`src/bce_pkg.sv`:
```
// Shared types and constants for the betweenness centrality engine.
// No dependencies.
package bce_pkg;

    localparam int MAX_NODES  = 64;
    localparam int NODE_BITS  = 6;
    localparam int FRAC_BITS  = 16;
    localparam int COUNT_BITS = 48;
    localparam int HOP_BITS   = 7;
    localparam int ACC_BITS   = 32;
    localparam int SCORE_BITS = 27;
    localparam int NCNT_BITS  = 7;

    localparam logic [1:0] CMD_ADD     = 2'd0;
    localparam logic [1:0] CMD_CLEAR   = 2'd1;
    localparam logic [1:0] CMD_COMPUTE = 2'd2;

    typedef struct packed {
        logic [1:0]           command;
        logic [NODE_BITS-1:0] node_a;
        logic [NODE_BITS-1:0] node_b;
    } bce_in_t;

    typedef struct packed {
        logic [NODE_BITS-1:0]  node_index;
        logic [SCORE_BITS-1:0] score;
        logic                  count_saturated;
        logic                  last;
    } bce_out_t;

    // Per-node working word: hop distance, path count, dependency.
    typedef struct packed {
        logic [HOP_BITS-1:0]   hop;
        logic [COUNT_BITS-1:0] cnt;
        logic [ACC_BITS-1:0]   dep;
    } bce_node_t;

endpackage

```
`src/bce_frac_div.sv`:
```
// Iterative fraction divider: q = floor(a * 2^FRAC_BITS / b) for a < b,
// one quotient bit per cycle. Depends on bce_pkg.
module bce_frac_div
    import bce_pkg::*;
(
    input  logic                  clk,
    input  logic                  rst_n,
    input  logic                  start,
    input  logic [COUNT_BITS-1:0] num,
    input  logic [COUNT_BITS-1:0] den,
    output logic                  done,
    output logic [FRAC_BITS:0]    quot
);

    localparam int STEP_BITS = $clog2(FRAC_BITS + 1);

    logic                  busy_reg;
    logic [STEP_BITS-1:0]  step_reg;
    logic [COUNT_BITS:0]   rem_reg;
    logic [COUNT_BITS-1:0] den_reg;
    logic [FRAC_BITS-1:0]  q_reg;
    logic                  done_reg;
    logic [FRAC_BITS:0]    quot_reg;
    logic [COUNT_BITS:0]   rem_sh;
    logic                  take;

    assign rem_sh = {rem_reg[COUNT_BITS-1:0], 1'b0};
    assign take   = rem_sh >= {1'b0, den_reg};

    always_ff @(posedge clk or negedge rst_n)
    begin
        if (!rst_n)
        begin
            busy_reg <= 1'b0;
            done_reg <= 1'b0;
            step_reg <= '0;
        end
        else
        begin
            done_reg <= 1'b0;
            if (start)
            begin
                if (den == '0)
                begin
                    quot_reg <= '0;
                    done_reg <= 1'b1;
                end
                else if (num >= den)
                begin
                    quot_reg <= (FRAC_BITS+1)'(1) << FRAC_BITS;
                    done_reg <= 1'b1;
                end
                else
                begin
                    rem_reg  <= {1'b0, num};
                    den_reg  <= den;
                    q_reg    <= '0;
                    step_reg <= '0;
                    busy_reg <= 1'b1;
                end
            end
            else if (busy_reg)
            begin
                rem_reg  <= take ? rem_sh - {1'b0, den_reg} : rem_sh;
                q_reg    <= {q_reg[FRAC_BITS-2:0], take};
                step_reg <= step_reg + 1'b1;
                if (step_reg == STEP_BITS'(FRAC_BITS - 1))
                begin
                    busy_reg <= 1'b0;
                    done_reg <= 1'b1;
                    quot_reg <= {1'b0, q_reg[FRAC_BITS-2:0], take};
                end
            end
        end
    end

    assign done = done_reg;
    assign quot = quot_reg;

endmodule

```
`config.mk`:
```
export PLATFORM = sky130hd
export DESIGN_NAME = bce_frac_div
export DESIGN_NICKNAME = d
export VERILOG_FILES = /design/src/bce_pkg.sv /design/src/bce_frac_div.sv
export SDC_FILE = /design/constraint.sdc
export NUM_CORES = 1
export LEC_CHECK = 0
export ABC_AREA = 1
export BUFFER_PORTS_ARGS = -buffer_cell sky130_fd_sc_hd__buf_2
export CORE_UTILIZATION = 39
export DETAILED_ROUTE_END_ITERATION = 16
export PLACE_DENSITY = 0.56
export REMOVE_ABC_BUFFERS = 1
export SETUP_SLACK_MARGIN = 0.15
export SYNTH_ARGS = -nofsm -noshare
export SYNTH_HDL_FRONTEND = slang
export SYNTH_SLANG_ARGS = --single-unit
```
`constraint.sdc`:
```
create_clock -name clk -period 6.7 [get_ports clk]
set_clock_uncertainty 0.15 [all_clocks]
set_input_delay 1.34 -clock clk [delete_from_list [all_inputs] [get_ports clk]]
set_output_delay 1.34 -clock clk [all_outputs]
set_load 0.05 [all_outputs]
```
==> out/results.tsv <==
stage	metric	value	unit
status	status	completed	
routing	ant_nets	0	
routing	dr_total_vias	10480	
sta	max_freq	237.7	MHz
placed_design	dp_cells	2176	
clock_network	ctsHoldBuffers	0	
setup_path	start_kind	register	
floorplanning	rows	62	
floorplanning	die_area	29960	sq um
clock_network	cts_made_buffers	17	
synthesis	ys_warn_count	0	
layout	fill_cells	3113	
clock_network	post_cts_buffers	0	
sta	final-hold-violation-count	0	
sta	slew_viol_final	0	
grt	grt_max_degree	65	
power_and_ir_drop	power	3.061	mW
synthesis	synth_area_per_cell	6.739	sq um
setup_path	worstSetupEndpointType	register	
sta	timing.hold.ws	362.2	ps
setup_path	crit_type	register to register	
synthesis	synth_area_leaders	edfxtp_1 (34%), nand2_1 (21%), inv_1 (12%)	
clock_network	cts_resized	0	
grt	grt_pass1_wl	55.18	mm
setup_path	ff2ff_setup_slack	2490	ps
clock_network	clock_sinks	135	
sta	setup_ws	2493	ps
layout	num_antenna_cells	0	
synthesis	synth_area_leader_cell	edfxtp_1	
grt	grt.total_usage	23.95	%
sta	tightest_slew	807.0	ps
layout	fin_nets	2009	
grt	grt_pass1_vias	10370	
job	cap_violations	0	
clock_network	cts_root_buf	clkbuf_16	
synthesis	ys_seq_elements	135	
clock_network	cts.clk_slew.worst_paths	80	ps
layout	final_cell_mix	nand2_1 (625), inv_1 (369), nor2_1 (137), edfxtp_1 (128), buf_2 (116)	
placed_design	place_congestion	0.9272	
placed_design	dpl.hpwl	27.75	mm
power_and_ir_drop	peakVddDrop	184.1	uV
sta	finalSetupViolCount	0	
synthesis	synth_ff_type	edfxtp_1	
synthesis	async_reset_ff_share	5.185	%
sta	tns	0	ps
clock_network	clk_latency	460	ps
grt	grt_overflow	0	
power_and_ir_drop	p_leak	7.077	nW
routing	drc	0	
synthesis	synth_cell_type_count	35	
sta	rsz0062_at_grt	no	
clock_network	htree_levels	4	
sta	period_needed	4207	ps
layout	regArea	4019	sq um
clock_network	cts.path.max_buffers	2	
setup_path	reg2reg_from	rem_reg[31]$_DFFE_PP_	
layout	final_common_cell	nand2_1	
power_and_ir_drop	cellPowerDensity	235.4	nW/um^2
setup_path	endpoint	rem_reg[46]$_DFFE_PP_	
clock_network	tritoncts	built	
setup_path	reg2regPathDepth	13	
floorplanning	pin_count	117	
setup_path	critPathLaunch	rem_reg[31]$_DFFE_PP_	
grt	antenna_found_initial	0	
routing	wl_per_cell	15.60	um
synthesis	syn_area	11420	sq um
routing	firstDrtPassIters	6	
placed_design	port_buffers	116	
synthesis	yosysTopAreaCellShare	33.67	%
routing	viasPerCell	4.748	
sta	fin_crit_sh	62.79	%
layout	area_growth	13.93	%
sta	slew_headroom	46.20	%
layout	instances_no_fill	2208	
layout	multi_input_area	5839	sq um
setup_path	crit_fanout	57	
setup_path	worstReg2RegEnd	rem_reg[46]$_DFFE_PP_	
setup_path	crit_required	6760	ps
synthesis	syn_inst	1694	
floorplanning	core_area	28780	sq um
synthesis	synth_edf_count	128	
hold_path	hold_class	register to register	
setup_path	critical_path_arrival	4270	ps
routing	drt-initial-drc-count	664	
synthesis	ys_seq_area_share	35.20	%
layout	drive_gt1_share	10.36	%
hold_path	hold_depth	2	
floorplanning	initial_core_util	39.67	%
routing	finalWirelength	34.44	mm
placed_design	pre_cts_ws	2017	ps
floorplanning	die_h	173.1	um
floorplanning	fp.dieW	173.1	um
-- routing by layer --
metal / routed length (um) / part of all wire, % / global-route usage [%] / vias up
met3: 1637 / 4.8 / 4.134 / 25
met4: 486 / 1.4 / 6.490 / 0
met1: 17140 / 50 / 33.81 / 4765
met2: 15180 / 44 / 37.65 / 218
li1: - / - / - / 5475
met5: 0 / 0 / 0 / -
-- how the worst min path moves through the flow --
stage | from | end
2_1_floorplan | step_reg[4]$_DFFE_PN0P_ | step_reg[4]$_DFFE_PN0P_
3_3_place_gp | step_reg[4]$_DFFE_PN0P_ | step_reg[4]$_DFFE_PN0P_
3_5_place_dp | step_reg[4]$_DFFE_PN0P_ | step_reg[4]$_DFFE_PN0P_
4_1_cts | step_reg[4]$_DFFE_PN0P_ | step_reg[4]$_DFFE_PN0P_
5_1_grt | step_reg[4]$_DFFE_PN0P_ | step_reg[4]$_DFFE_PN0P_
6_report | step_reg[4]$_DFFE_PN0P_ | step_reg[4]$_DFFE_PN0P_
-- report_power, final --
group / internal, mW / switching [mW]
Clock: 0.536 / 0.449
Sequential: 1.02 / 0.0346
Combinational: 0.335 / 0.686
Total: 1.89 / 1.17
-- final cells by class --
type	count	area share [%]
tap	384	3.694
inverter	381	11.00
multi-input combinational	1153	44.90
timing repair buffer	123	4.868
clock inverter	15	1.376
sequential	135	30.90
clock buffer	17	3.271
-- stage by stage --
step | utilization (%) | instance area (sq um)
2_1_floorplan | - | 11270
3_3_place_gp | 43.09 | 12400
3_5_place_dp | 43.09 | 12400
4_1_cts | 45.19 | 13010
5_1_grt | 45.19 | 13010
6_report | 45.19 | 13010
-- cells in the mapped netlist (5+ instances only) --
library cell and number:
nand2_1 625, inv_1 369, nor2_1 138, edfxtp_1 128, ha_1 98, nand3_1 95, a21oi_1 48, nand4_1 47
xnor2_1 21, o21ai_0 18, clkbuf_1 14, inv_2 11, nor3_1 10, nand3b_1 8, dfrtp_1 7, nand2_2 6
nor2_2 6, and2_1 5, o21bai_1 5
-- critical path: stages, from the launching register on --
cell and delay (ps):
edfxtp_1 460, ha_1 440, nand2_1 190, nor2_1 100, nand2_1 100, nor2_1 50
nand3_1 90, nand2_1 80, nor2_4 580, nand3_4 770, nand2_2 640, nand2_1 100
nand2_1 110, nand2_1 50
-- kinds of logic (layout without fill, tap and decap cells) --
family | after synthesis | in the layout | share of synthesized area (%)
AOI/OAI and AO/OA | 82 | 82 | 3.847
buffers and inverters | 406 | 536 | 13.81
xor gates and xnor gates | 21 | 21 | 1.611
adders and majority gates | 99 | 99 | 10.92
DFF | 135 | 135 | 35.20
and+or+nand+nor | 951 | 951 | 34.61
No activity file was read; power rests on OpenSTA's default activity.
